File: src/hw/rtl/assert_macros.svh
// Assertion macros shared by the RTL. They compile away in synthesis.
`ifndef ASSERT_MACROS_SVH
`define ASSERT_MACROS_SVH

`ifndef SYNTHESIS

`define ASSERT_PROP(label, clk, rst, prop, msg) \
   label: assert property (@(posedge clk) disable iff (rst) (prop)) else $error(msg);

`define ASSERT_NEXT(label, clk, rst, ante, cons, msg) \
   label: assert property (@(posedge clk) disable iff (rst) (ante) |=> (cons)) \
      else $error(msg);

`else

`define ASSERT_PROP(label, clk, rst, prop, msg)

`define ASSERT_NEXT(label, clk, rst, ante, cons, msg)

`endif

`endif

File: src/hw/rtl/secc_pkg.sv
`default_nettype none

package secc_pkg;

   localparam int MAX_BYTES_DEFAULT = 2048;
   localparam int HDR_BYTES         = 20;
   localparam int COUNT_W           = 64;
   localparam int ATTR_TYPE_W       = 16;
   localparam int CODE_W            = 10;
   localparam int CSR_INDEX_W       = 1;
   localparam int CSR_DATA_W        = 16;
   localparam int ATTR_LEN_MAX      = 65535;
   localparam int CODE_SCALE        = 100;

   localparam logic [ATTR_TYPE_W-1:0] ATTR_TYPE_RESET  = 16'h0009;
   localparam logic [CODE_W-1:0]      MATCH_CODE_RESET = 10'd401;

   localparam logic [CSR_INDEX_W-1:0] CSR_MATCH_ATTR_TYPE = 1'b0;
   localparam logic [CSR_INDEX_W-1:0] CSR_MATCH_CODE      = 1'b1;

endpackage

`default_nettype wire

File: src/hw/rtl/secc_req_if.sv
`default_nettype none

interface secc_req_if;
   logic       valid;
   logic       ready;
   logic [7:0] data_byte;
   logic       last;

   modport source (output valid, output data_byte, output last, input ready);
   modport sink   (input valid, input data_byte, input last, output ready);
endinterface

`default_nettype wire

File: src/hw/rtl/secc_rsp_if.sv
`default_nettype none

interface secc_rsp_if;
   logic                        valid;
   logic                        ready;
   logic                        is_match;
   logic [secc_pkg::COUNT_W-1:0] match_count;
   logic [secc_pkg::COUNT_W-1:0] packet_count;
   logic [secc_pkg::COUNT_W-1:0] byte_count;

   modport source (output valid, output is_match, output match_count,
                   output packet_count, output byte_count, input ready);
   modport sink   (input valid, input is_match, input match_count,
                   input packet_count, input byte_count, output ready);
endinterface

`default_nettype wire

File: src/hw/rtl/stun_error_code_classifier.sv
`default_nettype none
`include "assert_macros.svh"

// Parses a received STUN datagram presented one byte per transaction on req_chan, with
// last set on the final byte. The 20-byte header is skipped and the attributes are
// walked until the first one of type match_attr_type with a length of at least four;
// its error code (class times 100 plus number) is compared with match_code. A byte can
// be accepted on every clock while req_chan.ready is high. In the cycle after
// the final byte is accepted a single transaction appears on rsp_chan with the match
// flag and the running datagram, byte and match counts, which wrap at 2^64. Bytes
// past MAX_BYTES are dropped. The result sits in one output register; req_chan.ready
// drops only while that result is waiting and rsp_chan.ready is low. Configuration
// writes on the csr_ port take effect at the next clock and must be made while idle.
module stun_error_code_classifier #(
   parameter int MAX_BYTES = secc_pkg::MAX_BYTES_DEFAULT
) (
   input  wire logic                              clock,
   input  wire logic                              reset,
   secc_req_if.sink                               req_chan,
   secc_rsp_if.source                             rsp_chan,
   input  wire logic                              csr_we,
   input  wire logic [secc_pkg::CSR_INDEX_W-1:0]  csr_index,
   input  wire logic [secc_pkg::CSR_DATA_W-1:0]   csr_wdata
);

   localparam int OFS_W  = $clog2(MAX_BYTES + 1);
   localparam int ATTR_W = $clog2(MAX_BYTES + secc_pkg::ATTR_LEN_MAX + 8);
   localparam int CW     = secc_pkg::CODE_W;
   localparam int NW     = secc_pkg::COUNT_W;

   logic [secc_pkg::ATTR_TYPE_W-1:0] match_attr_type_ff, match_attr_type_in;
   logic [CW-1:0]                    match_code_ff, match_code_in;

   logic [OFS_W-1:0]  byte_offset_ff, byte_offset_in;
   logic [ATTR_W-1:0] next_attr_offset_ff, next_attr_offset_in;
   logic [23:0]       attr_header_ff, attr_header_in;
   logic              found_ff, found_in;
   logic [2:0]        cand_class_ff, cand_class_in;
   logic [7:0]        cand_number_ff, cand_number_in;
   logic [ATTR_W-1:0] cand_end_ff, cand_end_in;
   logic [NW-1:0]     match_total_ff, match_total_in;
   logic [NW-1:0]     packet_total_ff, packet_total_in;
   logic [NW-1:0]     byte_total_ff, byte_total_in;
   logic              rsp_valid_ff, rsp_valid_in;
   logic              is_match_ff, is_match_in;

   logic              req_accept;
   logic [ATTR_W-1:0] pos;
   logic [ATTR_W-1:0] rel;
   logic [15:0]       attr_type;
   logic [15:0]       attr_len;
   logic [16:0]       len_rounded;
   logic [OFS_W-1:0]  kept;
   logic [CW-1:0]     code;
   logic              hit;

   assign req_chan.ready = !rsp_valid_ff || rsp_chan.ready;
   assign req_accept     = req_chan.valid && req_chan.ready;

   assign rsp_chan.valid        = rsp_valid_ff;
   assign rsp_chan.is_match     = is_match_ff;
   assign rsp_chan.match_count  = match_total_ff;
   assign rsp_chan.packet_count = packet_total_ff;
   assign rsp_chan.byte_count   = byte_total_ff;

   always_comb begin
      match_attr_type_in = match_attr_type_ff;
      match_code_in      = match_code_ff;
      if (csr_we) begin
         case (csr_index)
            secc_pkg::CSR_MATCH_ATTR_TYPE: match_attr_type_in = csr_wdata;
            secc_pkg::CSR_MATCH_CODE:      match_code_in = csr_wdata[CW-1:0];
            default: ;
         endcase
      end
   end

   always_comb begin
      byte_offset_in      = byte_offset_ff;
      next_attr_offset_in = next_attr_offset_ff;
      attr_header_in      = attr_header_ff;
      found_in            = found_ff;
      cand_class_in       = cand_class_ff;
      cand_number_in      = cand_number_ff;
      cand_end_in         = cand_end_ff;
      match_total_in      = match_total_ff;
      packet_total_in     = packet_total_ff;
      byte_total_in       = byte_total_ff;
      is_match_in         = is_match_ff;
      rsp_valid_in        = rsp_valid_ff && !rsp_chan.ready;

      pos         = ATTR_W'(byte_offset_ff);
      rel         = pos - next_attr_offset_ff;
      attr_type   = attr_header_ff[23:8];
      attr_len    = {attr_header_ff[7:0], req_chan.data_byte};
      len_rounded = ({1'b0, attr_len} + 17'd3) & ~17'd3;

      if (req_accept && (byte_offset_ff < OFS_W'(MAX_BYTES))) begin
         byte_offset_in = byte_offset_ff + OFS_W'(1);
         if (pos >= next_attr_offset_ff) begin
            if (found_ff) begin
               if (rel == ATTR_W'(6)) begin
                  cand_class_in = req_chan.data_byte[2:0];
               end else if (rel == ATTR_W'(7)) begin
                  cand_number_in = req_chan.data_byte;
               end
            end else if (rel < ATTR_W'(3)) begin
               attr_header_in = {attr_header_ff[15:0], req_chan.data_byte};
            end else if (rel == ATTR_W'(3)) begin
               attr_header_in = '0;
               if ((attr_type == match_attr_type_ff) && (attr_len >= 16'd4)) begin
                  found_in    = 1'b1;
                  cand_end_in = next_attr_offset_ff + ATTR_W'(4) + ATTR_W'(attr_len);
               end else begin
                  next_attr_offset_in = next_attr_offset_ff + ATTR_W'(4)
                                        + ATTR_W'(len_rounded);
               end
            end
         end
      end

      kept = byte_offset_in;
      code = CW'(cand_class_in) * CW'(secc_pkg::CODE_SCALE) + CW'(cand_number_in);
      hit  = found_in && (kept >= OFS_W'(secc_pkg::HDR_BYTES))
             && (cand_end_in <= ATTR_W'(kept)) && (code == match_code_ff);

      if (req_accept && req_chan.last) begin
         rsp_valid_in        = 1'b1;
         is_match_in         = hit;
         packet_total_in     = packet_total_ff + NW'(1);
         byte_total_in       = byte_total_ff + NW'(kept);
         match_total_in      = hit ? match_total_ff + NW'(1) : match_total_ff;
         byte_offset_in      = '0;
         next_attr_offset_in = ATTR_W'(secc_pkg::HDR_BYTES);
         attr_header_in      = '0;
         found_in            = 1'b0;
         cand_class_in       = '0;
         cand_number_in      = '0;
         cand_end_in         = '0;
      end
   end

   always_ff @(posedge clock) begin
      if (reset) begin
         match_attr_type_ff  <= secc_pkg::ATTR_TYPE_RESET;
         match_code_ff       <= secc_pkg::MATCH_CODE_RESET;
         byte_offset_ff      <= '0;
         next_attr_offset_ff <= ATTR_W'(secc_pkg::HDR_BYTES);
         attr_header_ff      <= '0;
         found_ff            <= 1'b0;
         cand_class_ff       <= '0;
         cand_number_ff      <= '0;
         cand_end_ff         <= '0;
         match_total_ff      <= '0;
         packet_total_ff     <= '0;
         byte_total_ff       <= '0;
         rsp_valid_ff        <= 1'b0;
         is_match_ff         <= 1'b0;
      end else begin
         match_attr_type_ff  <= match_attr_type_in;
         match_code_ff       <= match_code_in;
         byte_offset_ff      <= byte_offset_in;
         next_attr_offset_ff <= next_attr_offset_in;
         attr_header_ff      <= attr_header_in;
         found_ff            <= found_in;
         cand_class_ff       <= cand_class_in;
         cand_number_ff      <= cand_number_in;
         cand_end_ff         <= cand_end_in;
         match_total_ff      <= match_total_in;
         packet_total_ff     <= packet_total_in;
         byte_total_ff       <= byte_total_in;
         rsp_valid_ff        <= rsp_valid_in;
         is_match_ff         <= is_match_in;
      end
   end

   `ASSERT_PROP(a_offset_capped, clock, reset, byte_offset_ff <= OFS_W'(MAX_BYTES), "byte offset exceeds maximum datagram size")
   `ASSERT_PROP(a_cand_end_span, clock, reset, !found_ff || ((ATTR_W+1)'(cand_end_ff) >= (ATTR_W+1)'(next_attr_offset_ff) + (ATTR_W+1)'(8)), "candidate end too close to its attribute start")
   `ASSERT_NEXT(a_last_gives_rsp, clock, reset, req_accept && req_chan.last, rsp_valid_ff, "final byte did not produce a result")
   `ASSERT_NEXT(a_counts_held, clock, reset, rsp_valid_ff && !rsp_chan.ready, $stable(packet_total_ff) && $stable(match_total_ff) && $stable(byte_total_ff), "counts changed under a pending result")

endmodule

`default_nettype wire

File: src/flat_wrapper.sv
// flat-port wrapper written by rule: the top's interface ports become plain ports
module stun_error_code_classifier_flat 
#(
   parameter int MAX_BYTES = secc_pkg::MAX_BYTES_DEFAULT
)
  (clock, reset, csr_we, csr_index, csr_wdata, req_chan_valid, req_chan_data_byte, req_chan_last, req_chan_ready, rsp_chan_valid, rsp_chan_is_match, rsp_chan_match_count, rsp_chan_packet_count, rsp_chan_byte_count, rsp_chan_ready);
  secc_req_if req_chan_i ();
  secc_rsp_if rsp_chan_i ();
  input  wire logic clock;
  input  wire logic reset;
  input  wire logic csr_we;
  input  wire logic [secc_pkg::CSR_INDEX_W-1:0] csr_index;
  input  wire logic [secc_pkg::CSR_DATA_W-1:0] csr_wdata;
  input wire logic [$bits(req_chan_i.valid)-1:0] req_chan_valid;
  input wire logic [$bits(req_chan_i.data_byte)-1:0] req_chan_data_byte;
  input wire logic [$bits(req_chan_i.last)-1:0] req_chan_last;
  output wire logic [$bits(req_chan_i.ready)-1:0] req_chan_ready;
  output wire logic [$bits(rsp_chan_i.valid)-1:0] rsp_chan_valid;
  output wire logic [$bits(rsp_chan_i.is_match)-1:0] rsp_chan_is_match;
  output wire logic [$bits(rsp_chan_i.match_count)-1:0] rsp_chan_match_count;
  output wire logic [$bits(rsp_chan_i.packet_count)-1:0] rsp_chan_packet_count;
  output wire logic [$bits(rsp_chan_i.byte_count)-1:0] rsp_chan_byte_count;
  input wire logic [$bits(rsp_chan_i.ready)-1:0] rsp_chan_ready;
  assign req_chan_i.valid = req_chan_valid;
  assign req_chan_i.data_byte = req_chan_data_byte;
  assign req_chan_i.last = req_chan_last;
  assign req_chan_ready = req_chan_i.ready;
  assign rsp_chan_valid = rsp_chan_i.valid;
  assign rsp_chan_is_match = rsp_chan_i.is_match;
  assign rsp_chan_match_count = rsp_chan_i.match_count;
  assign rsp_chan_packet_count = rsp_chan_i.packet_count;
  assign rsp_chan_byte_count = rsp_chan_i.byte_count;
  assign rsp_chan_i.ready = rsp_chan_ready;
  stun_error_code_classifier #(.MAX_BYTES(MAX_BYTES)) u_core (.clock(clock), .reset(reset), .req_chan(req_chan_i), .rsp_chan(rsp_chan_i), .csr_we(csr_we), .csr_index(csr_index), .csr_wdata(csr_wdata));
endmodule
File: config.mk
export PLATFORM = sky130hd
export DESIGN_NAME = stun_error_code_classifier_flat
export DESIGN_NICKNAME = d
export VERILOG_FILES = /design/src/hw/rtl/secc_pkg.sv /design/src/hw/rtl/secc_req_if.sv /design/src/hw/rtl/secc_rsp_if.sv /design/src/hw/rtl/stun_error_code_classifier.sv /design/src/flat_wrapper.sv
export VERILOG_INCLUDE_DIRS = /design/src /design/src/hw/rtl
export SDC_FILE = /design/constraint.sdc
export NUM_CORES = 1
export LEC_CHECK = 0
export BUFFER_PORTS_ARGS = -buffer_cell sky130_fd_sc_hd__buf_2
export CAP_MARGIN = 15
export CORE_MARGIN = 3
export CORE_UTILIZATION = 35
export CTS_BUF_LIST = sky130_fd_sc_hd__clkbuf_4
export CTS_CLUSTER_SIZE = 30
export DETAILED_ROUTE_END_ITERATION = 16
export PLACE_DENSITY = 0.55
export SKIP_LAST_GASP = 1
export SYNTH_ARGS = -nofsm -noshare
export SYNTH_HDL_FRONTEND = slang
export SYNTH_SLANG_ARGS = --single-unit
File: constraint.sdc
create_clock -name clock -period 7.58 [get_ports clock]
set_input_delay 0.758 -clock clock [delete_from_list [all_inputs] [get_ports clock]]
set_output_delay 0.758 -clock clock [all_outputs]
set_load 0.005 [all_outputs]
Word-level counts from Yosys, hierarchy flattened
Index checks and enable logic that the tools add are counted.
{ "word_totals": {"ff_bits": 302, "in_bits": 31} }
{ "classes": {"add_sub_neg": 10, "multipliers": 1, "n_lt_le_gt_ge": 6, "eq_ne": 5, "mux": 25, "n_bitwise": 4, "reduce_logical": 18} }
{ "op_table": {"columns": ["op", "n"], "rows": [
  ["$add A64 B1 Y64 const B", 2],
  ["$mux W17", 6],
  ["$add A64 B12 Y64", 1],
  ["$mux W24", 2],
  ["$mux W8", 5],
  ["$eq A17 B3 Y1 const B", 2],
  ["$add A16 B2 Y17 const B", 1],
  ["$add A17 B16 Y17", 1],
  ["$add A17 B17 Y17", 1],
  ["$add A17 B3 Y17 const B", 1],
  ["$eq A17 B2 Y1 const B", 1],
  ["$ge A12 B17 Y1", 1],
  ["$le A17 B12 Y1", 1],
  ["$lt A17 B2 Y1 const B", 1],
  ["$sub A12 B17 Y17", 1],
  ["$eq A16 B16 Y1", 1],
  ["$ge A16 B3 Y1 const B", 1],
  ["$add A12 B1 Y12 const B", 1],
  ["$ge A12 B5 Y1 const B", 1],
  ["$lt A12 B12 Y1 const B", 1],
  ["$mux W12", 1],
  ["$mux W3", 4],
  ["$add A10 B8 Y10", 1],
  ["$eq A10 B10 Y1", 1],
  ["other kinds (11)", 30]
]} }

Depth between registers and ports, before layout
{ "depth": {"ltp_word": 12, "ltp_mapped": 30, "depth_no_buf": 26} }

Worst setup path after synthesis
OpenSTA, ideal clock, no wires.
{ "synth_timing": {"path_kind": "reg2reg", "from": "register u_core.byte_offset_ff[2]", "to": "register u_core.match_total_ff[49], in the netlist u_core.rsp_chan.match_count[49]", "arrival_time_ns": 6.443, "t_required_ns": 7.448, "setup_slack_ns": 1.004, "stages_incl_launch_ff": 31, "cell_sequence": "dfxtp_1 > clkbuf_1 > inv_1 > ha_1 > inv_1 > fa_1 > o21ai_0 > a2bb2oi_1 > or4b_1 > or4_4 > a211oi_1 > nand2_1 > nor4_1 > mux2i_1 > inv_1 > ha_1 > ha_1 > ha_1 > nor2_1 > xor2_1 > o2111ai_1 > a311oi_1 > and3_1 > nand3_1 > nor3_1 > o211ai_4 > buf_6 > buf_6 > buf_2 > o41ai_1 > a21oi_1"} }
{ "synth_via": {"elab_chain_len": 11, "elab_cells_between_ends": 38, "cone_classes": "add/sub: 3; mul: 1; order compare: 5; eq/ne: 4; mux: 20; reduce/logical: 5"} }
{ "synth_lines": {"columns": ["element", "line", "rtl"], "rows": [
  ["start: declaration", "stun_error_code_classifier.sv:34", "logic [OFS_W-1:0] byte_offset_ff, byte_offset_in;"],
  ["start signal: assignment", "stun_error_code_classifier.sv:162", "byte_offset_ff <= byte_offset_in;"],
  ["$sub A12 B17 Y17", "stun_error_code_classifier.sv:93", "rel = pos - next_attr_offset_ff;"],
  ["$eq A17 B3 Y1, or another cell as far along", "stun_error_code_classifier.sv:102", "if (rel == ATTR_W'(6)) begin"],
  ["$mux W3, or another cell as far along", "stun_error_code_classifier.sv:102", null],
  ["$mux W3, or another cell as far along", "stun_error_code_classifier.sv:101", "if (found_ff) begin"],
  ["$mux W3, or another cell as far along", "stun_error_code_classifier.sv:100", "if (pos >= next_attr_offset_ff) begin"],
  ["$mux W3, or another cell as far along", "stun_error_code_classifier.sv:98", "if (req_accept && (byte_offset_ff < OFS_W'(MAX_BYTES))) begin"],
  ["$mul A3 B5 Y8, or another cell as far along", "stun_error_code_classifier.sv:123", "code = CW'(cand_class_in) * CW'(secc_pkg::CODE_SCALE) + CW'(cand_number_in);"],
  ["$add A10 B8 Y10, or another cell as far along", "stun_error_code_classifier.sv:123", null],
  ["$eq A10 B10 Y1 or $logic_and A1 B1 Y1 (tied branches)", "stun_error_code_classifier.sv:125", "&& (cand_end_in <= ATTR_W'(kept)) && (code == match_code_ff);"],
  ["$logic_and A1 B1 Y1 *", "stun_error_code_classifier.sv:125", null],
  ["$reduce_and A2 Y1 (no source line) *", null, null],
  ["end signal: assignment", "stun_error_code_classifier.sv:169", "match_total_ff <= match_total_in;"],
  ["end: declaration", "stun_error_code_classifier.sv:41", "logic [NW-1:0] match_total_ff, match_total_in;"]
]} }
Mark *: on every way between the ends. The rest lies on a longest branch, timed or not.
A chain may end at the register's enable or synchronous reset.

Worst setup path in the final report
{ "layout_timing": {"from": "register u_core.next_attr_offset_ff[2]", "to": "register u_core.match_total_ff[4], in the netlist u_core.rsp_chan.match_count[4]"} }
{ "layout_via": {"elab_chain_len": 12, "elab_cells_between_ends": 36, "cone_classes": "add/sub: 4; mul: 1; order compare: 3; eq/ne: 4; mux: 20; reduce/logical: 4"} }
{ "layout_lines": {"columns": ["element", "line", "rtl"], "rows": [
  ["start: declaration", "stun_error_code_classifier.sv:35", "logic [ATTR_W-1:0] next_attr_offset_ff, next_attr_offset_in;"],
  ["start signal: assignment", "stun_error_code_classifier.sv:148", "next_attr_offset_ff <= ATTR_W'(secc_pkg::HDR_BYTES);"],
  ["start signal: assignment", "stun_error_code_classifier.sv:163", "next_attr_offset_ff <= next_attr_offset_in;"],
  ["branches (longest 10 deep; another with $sub A12 B17 Y17)", null, null],
  ["$logic_and A1 B1 Y1 *", "stun_error_code_classifier.sv:125", null],
  ["$reduce_and A2 Y1 (no source line) *", null, null]
]} }
Every way passes the cells marked *.

==> run summary <==
Status -> finished clean
Cells after Synth -> 2135
Critical Path Source Type -> register
Vias in the first global route -> 15540
Buf+Inv Stages, Crit Path -> 3
Clock H-tree levels -> 3
CP max-delay cell -> or4_4
CP arrival -> 7770 ps
Number of top-level pins -> 226
Internal power -> 2.45 mW
DR iter-0 viols -> 759
Pwr per Cell Area -> 166 nW/um2
Multi-input logic area -> 10400 um2
Via count -> 16257
Worst-Margin Slew -> 1190 ps
Largest family of logic cells by synthesized area -> simple AND/OR/NAND/NOR gates
Min Tclk post-route -> 7060 ps
Clock Power Share -> 46.8%
Rows -> 80
Period utilization -> 93.1%
Simple-Gate Fraction of Synth Area -> 27.5%
Layout cells sized above 1 -> 16.6%
Adder-Cell Fraction of Synth Area -> 6.38%
Crit-path most repeated cell -> ha_1
HPWL after DPL -> 36600 um
NetSw -> 834 uW
Post-CTS Setup Bufs -> 0
Reg clk slew, reported paths -> 60 ps
CP required -> 8290 ps
First-pass GRT wire length -> 82100 um
Clock tree buffer depth -> 3
Starting Density -> 35.6%
Register area share after synthesis -> 35.2%
CTS-repair resized insts -> 0
Crit Path Max Fanout -> 121
Reg2reg path depth -> 26
VDD IR-drop max -> 0.125 mV
Clk root buf -> clkbuf_4
Crit Path Category -> reg2reg
CP endpoint kind -> register
Dpl ws -> 335 ps
Total negative slack -> 0 ps
Reg-to-reg startpoint -> u_core.next_attr_offset_ff[2]
Total CTS buffers -> 86
XOR/XNOR Fraction of Synth Area -> 9.75%
Pins Over Slew Limit -> 0
Max cap viols -> 0
Worst hold stages -> 3
Clk Latency, worst-skew pair -> 810 ps
Syn Nets -> 2250
HP Start -> csr_wdata[11]
Die W -> 227 um
# fillers -> 4938
Core ar. -> 47900 um2
Die footprint -> 51500 um2
Final Cell Area -> 19800 um2
Mux share of post-synthesis cell area -> 1.65%
Via density -> 5.36
Post-synth ARST share -> 0%
Final setup margin -> 521 ps
Syn_area_per_cell -> 8.00 um2
DRT Pass-1 Iters -> 5
Remaining Overflow, GRT -> 0
Reg power frac -> 48.6%
Net Sw Frac -> 25.4%
Synth Register Bits -> 300
Drt drc -> 0
Number of flops mapped to enable cells by yosys -> 0
I/O Buffers -> 225
Post-place instance area -> 18700 um2
Detail Route Antenna Nets -> 0
Cell family with most CP delay -> simple AND/OR/NAND/NOR gates
Final #Nets -> 2471
RePlAce Congestion -> 0.864
Type of the tightest min-delay check -> in2reg
Total power after layout -> 3.28 mW
Fmax -> 0.142 GHz
DIE HEIGHT -> 227 um
Total Routing Usage GR -> 19.7%
Syn-to-layout area delta -> 15.9%
Crit-path max cell delay -> 580 ps
Main synth FF type -> dfxtp_1
Count of different cell masters after synthesis -> 66
CTS Hold Bufs -> 0
RSZ-0062 raised after global routing -> false
Wire length per cell -> 17.1 um
TritonCTS clock tree -> built
Final setup violation count -> 0
Syn. warnings -> 0
Comb pwr share -> 4.6%
Slew HR -> 20.4%
Pin count of the biggest net entering global routing -> 122
Initial antenna violation count -> 2
Lkg Pwr -> 7.96 nW
Clock Skew -> 63.4 ps
Levels on crit path -> 26
Post-Syn Area -> 17100 um2
CTS sink cnt -> 300
Synth Area in Compound Gates -> 15.5%
Detailed Route WL -> 51700 um
Sequential Area -> 6010 um2
Worst setup startpoint -> u_core.next_attr_offset_ff[2]
Endpoints failing hold -> 0
Smallest hold slack -> 244 ps
sequential cells by signal, summed over array words and instances, names as in the netlist:
signal                        flops
u_core.rsp_chan.byte_count       64
u_core.rsp_chan.match_count      64
u_core.rsp_chan.packet_count     64
u_core.attr_header_ff            24
u_core.cand_end_ff               17
u_core.match_attr_type_ff        16
u_core.next_attr_offset_ff       15
u_core.byte_offset_ff            12
u_core.match_code_ff             10
u_core.cand_number_ff             8
u_core.cand_class_ff              3
u_core.found_ff                   1
u_core.rsp_chan.is_match          1
u_core.rsp_chan.valid             1
cell usage after synthesis, types with 4 or more instances:
library cell | number | area, um2
nand2_1 | 261 | 980
and4_1 | 10 | 87.6
nand3b_1 | 9 | 67.6
o2111ai_1 | 4 | 35.0
xnor2_1 | 118 | 1030
clkbuf_1 | 92 | 345
nor3b_1 | 10 | 75.1
mux2i_1 | 12 | 120
nand3_1 | 83 | 415
nand2b_1 | 12 | 75.1
a21o_1 | 16 | 120
a211oi_1 | 9 | 67.6
a31oi_1 | 5 | 31.3
or2_2 | 6 | 37.5
buf_6 | 4 | 45.0
nor2_1 | 189 | 709
ha_1 | 79 | 988
or4_1 | 60 | 450
nand4_1 | 61 | 382
buf_2 | 6 | 30.0
xor2_1 | 72 | 631
nor4_1 | 24 | 150
and2_1 | 33 | 206
a21oi_1 | 206 | 1030
fa_1 | 5 | 100
inv_1 | 71 | 267
o21a_1 | 12 | 90.1
nor3_1 | 41 | 205
o21ai_0 | 58 | 290
o21ai_1 | 5 | 25.0
and3_1 | 62 | 388
nor4b_1 | 5 | 43.8
o21bai_1 | 9 | 67.6
o211ai_1 | 8 | 60.1
or3_1 | 42 | 263
mux2_2 | 10 | 113
o31ai_1 | 61 | 458
nor2b_1 | 13 | 81.3
buf_1 | 4 | 15.0
dfxtp_1 | 300 | 6010
a311oi_1 | 4 | 35.0
cell families (layout without fill, tap and decap cells):
logic type | count (synthesis) | in the layout
simple gates | 928 | 928
compound gates | 430 | 430
flops | 300 | 300
xor+xnor | 190 | 190
buf+inv | 177 | 456
fa+ha+maj | 84 | 84
mux | 26 | 26
other cells | 0 | 2
worst reg2reg max path, cell delays in order (launching register included):
cell and delay [ps]:
dfxtp_1 420, ha_1 210, inv_1 60, fa_1 440, o21ai_0 200, a2bb2oi_1 100, or4b_1 500, or4_4 580
a211oi_1 270, nand2_1 140, nor4_4 320, mux2i_1 340, inv_1 160, ha_1 300, ha_1 200, ha_1 180
nor2_1 120, xor2_1 290, o2111ai_1 170, a311oi_1 240, and3_1 180, nand3_1 100, nor3_1 320, o211ai_4 130
buf_12 220, or4_1 650, a21oi_1 170
through the flow:
step | instances | util, %
after floorplan | 2135 | -
final | 3031 | 41.3
after CTS | 3028 | 41.2
after detailed placement | 2882 | 38.9
after global placement | 2882 | 38.9
after global routing | 3030 | 41.3
metal layers:
| metal | track usage, % | up-vias | routed length, um |
|---|---|---|---|
| met2 | 31.7 | 359 | 23800 |
| met3 | 5.39 | 92 | 3040 |
| met4 | 8.35 | 2 | 1510 |
| li1 | - | 8078 | - |
| met5 | 0 | - | 7 |
| met1 | 24.7 | 7726 | 23400 |
layout by cell type (no fill, tap or decap), types with 10 or more instances in the layout:
master    netlist  routed
a21o_1         16      16
a21oi_1       206     206
and2_1         33      33
and3_1         62      62
and4_1         10      10
buf_2           6     224
buf_4           0      12
clkbuf_4        0     124
clkinv_1        0      12
dfxtp_1       300     300
ha_1           79      79
inv_1          71      71
mux2_2         10      10
mux2i_1        12      12
nand2_1       261     261
nand2b_1       12      11
nand3_1        83      83
nand4_1        61      61
nor2_1        189     189
nor2b_1        13      13
nor3_1         41      41
nor3b_1        10      10
nor4_1         24      23
o21a_1         12      12
o21ai_0        58      58
o31ai_1        61      61
or3_1          42      42
or4_1          60      60
xnor2_1       118     118
xor2_1         72      72
power groups by stage:
stage / registers (mW) / logic, mW / clock network, mW
floorplan: 1.63 / 0.0992 / 0
CTS: 1.59 / 0.152 / 1.60
global route: 1.59 / 0.169 / 1.68
finish: 1.59 / 0.152 / 1.53
detailed placement: 1.63 / 0.151 / 0
global placement: 1.63 / 0.149 / 0
final timing paths:
kind	endpoint	slack, ps
worst max-delay path	u_core.rsp_chan.match_count[4]	520
worst min-delay path	u_core.match_attr_type_ff[11]	240
worst max register to register	u_core.rsp_chan.match_count[4]	520
worst min register to register	u_core.cand_end_ff[13]	450
area by class of cell:
cell class              instances  area share (%)
flip-flops and latches        300            30.4
multi-input cells            1658            52.6
clock buffers                 124            4.71
clock inverters                22           0.753
diodes                          2          0.0253
well taps                     615            3.89
repair buffers                239            6.34
inverters                      71            1.35
No activity file was read; power rests on OpenSTA's default activity.
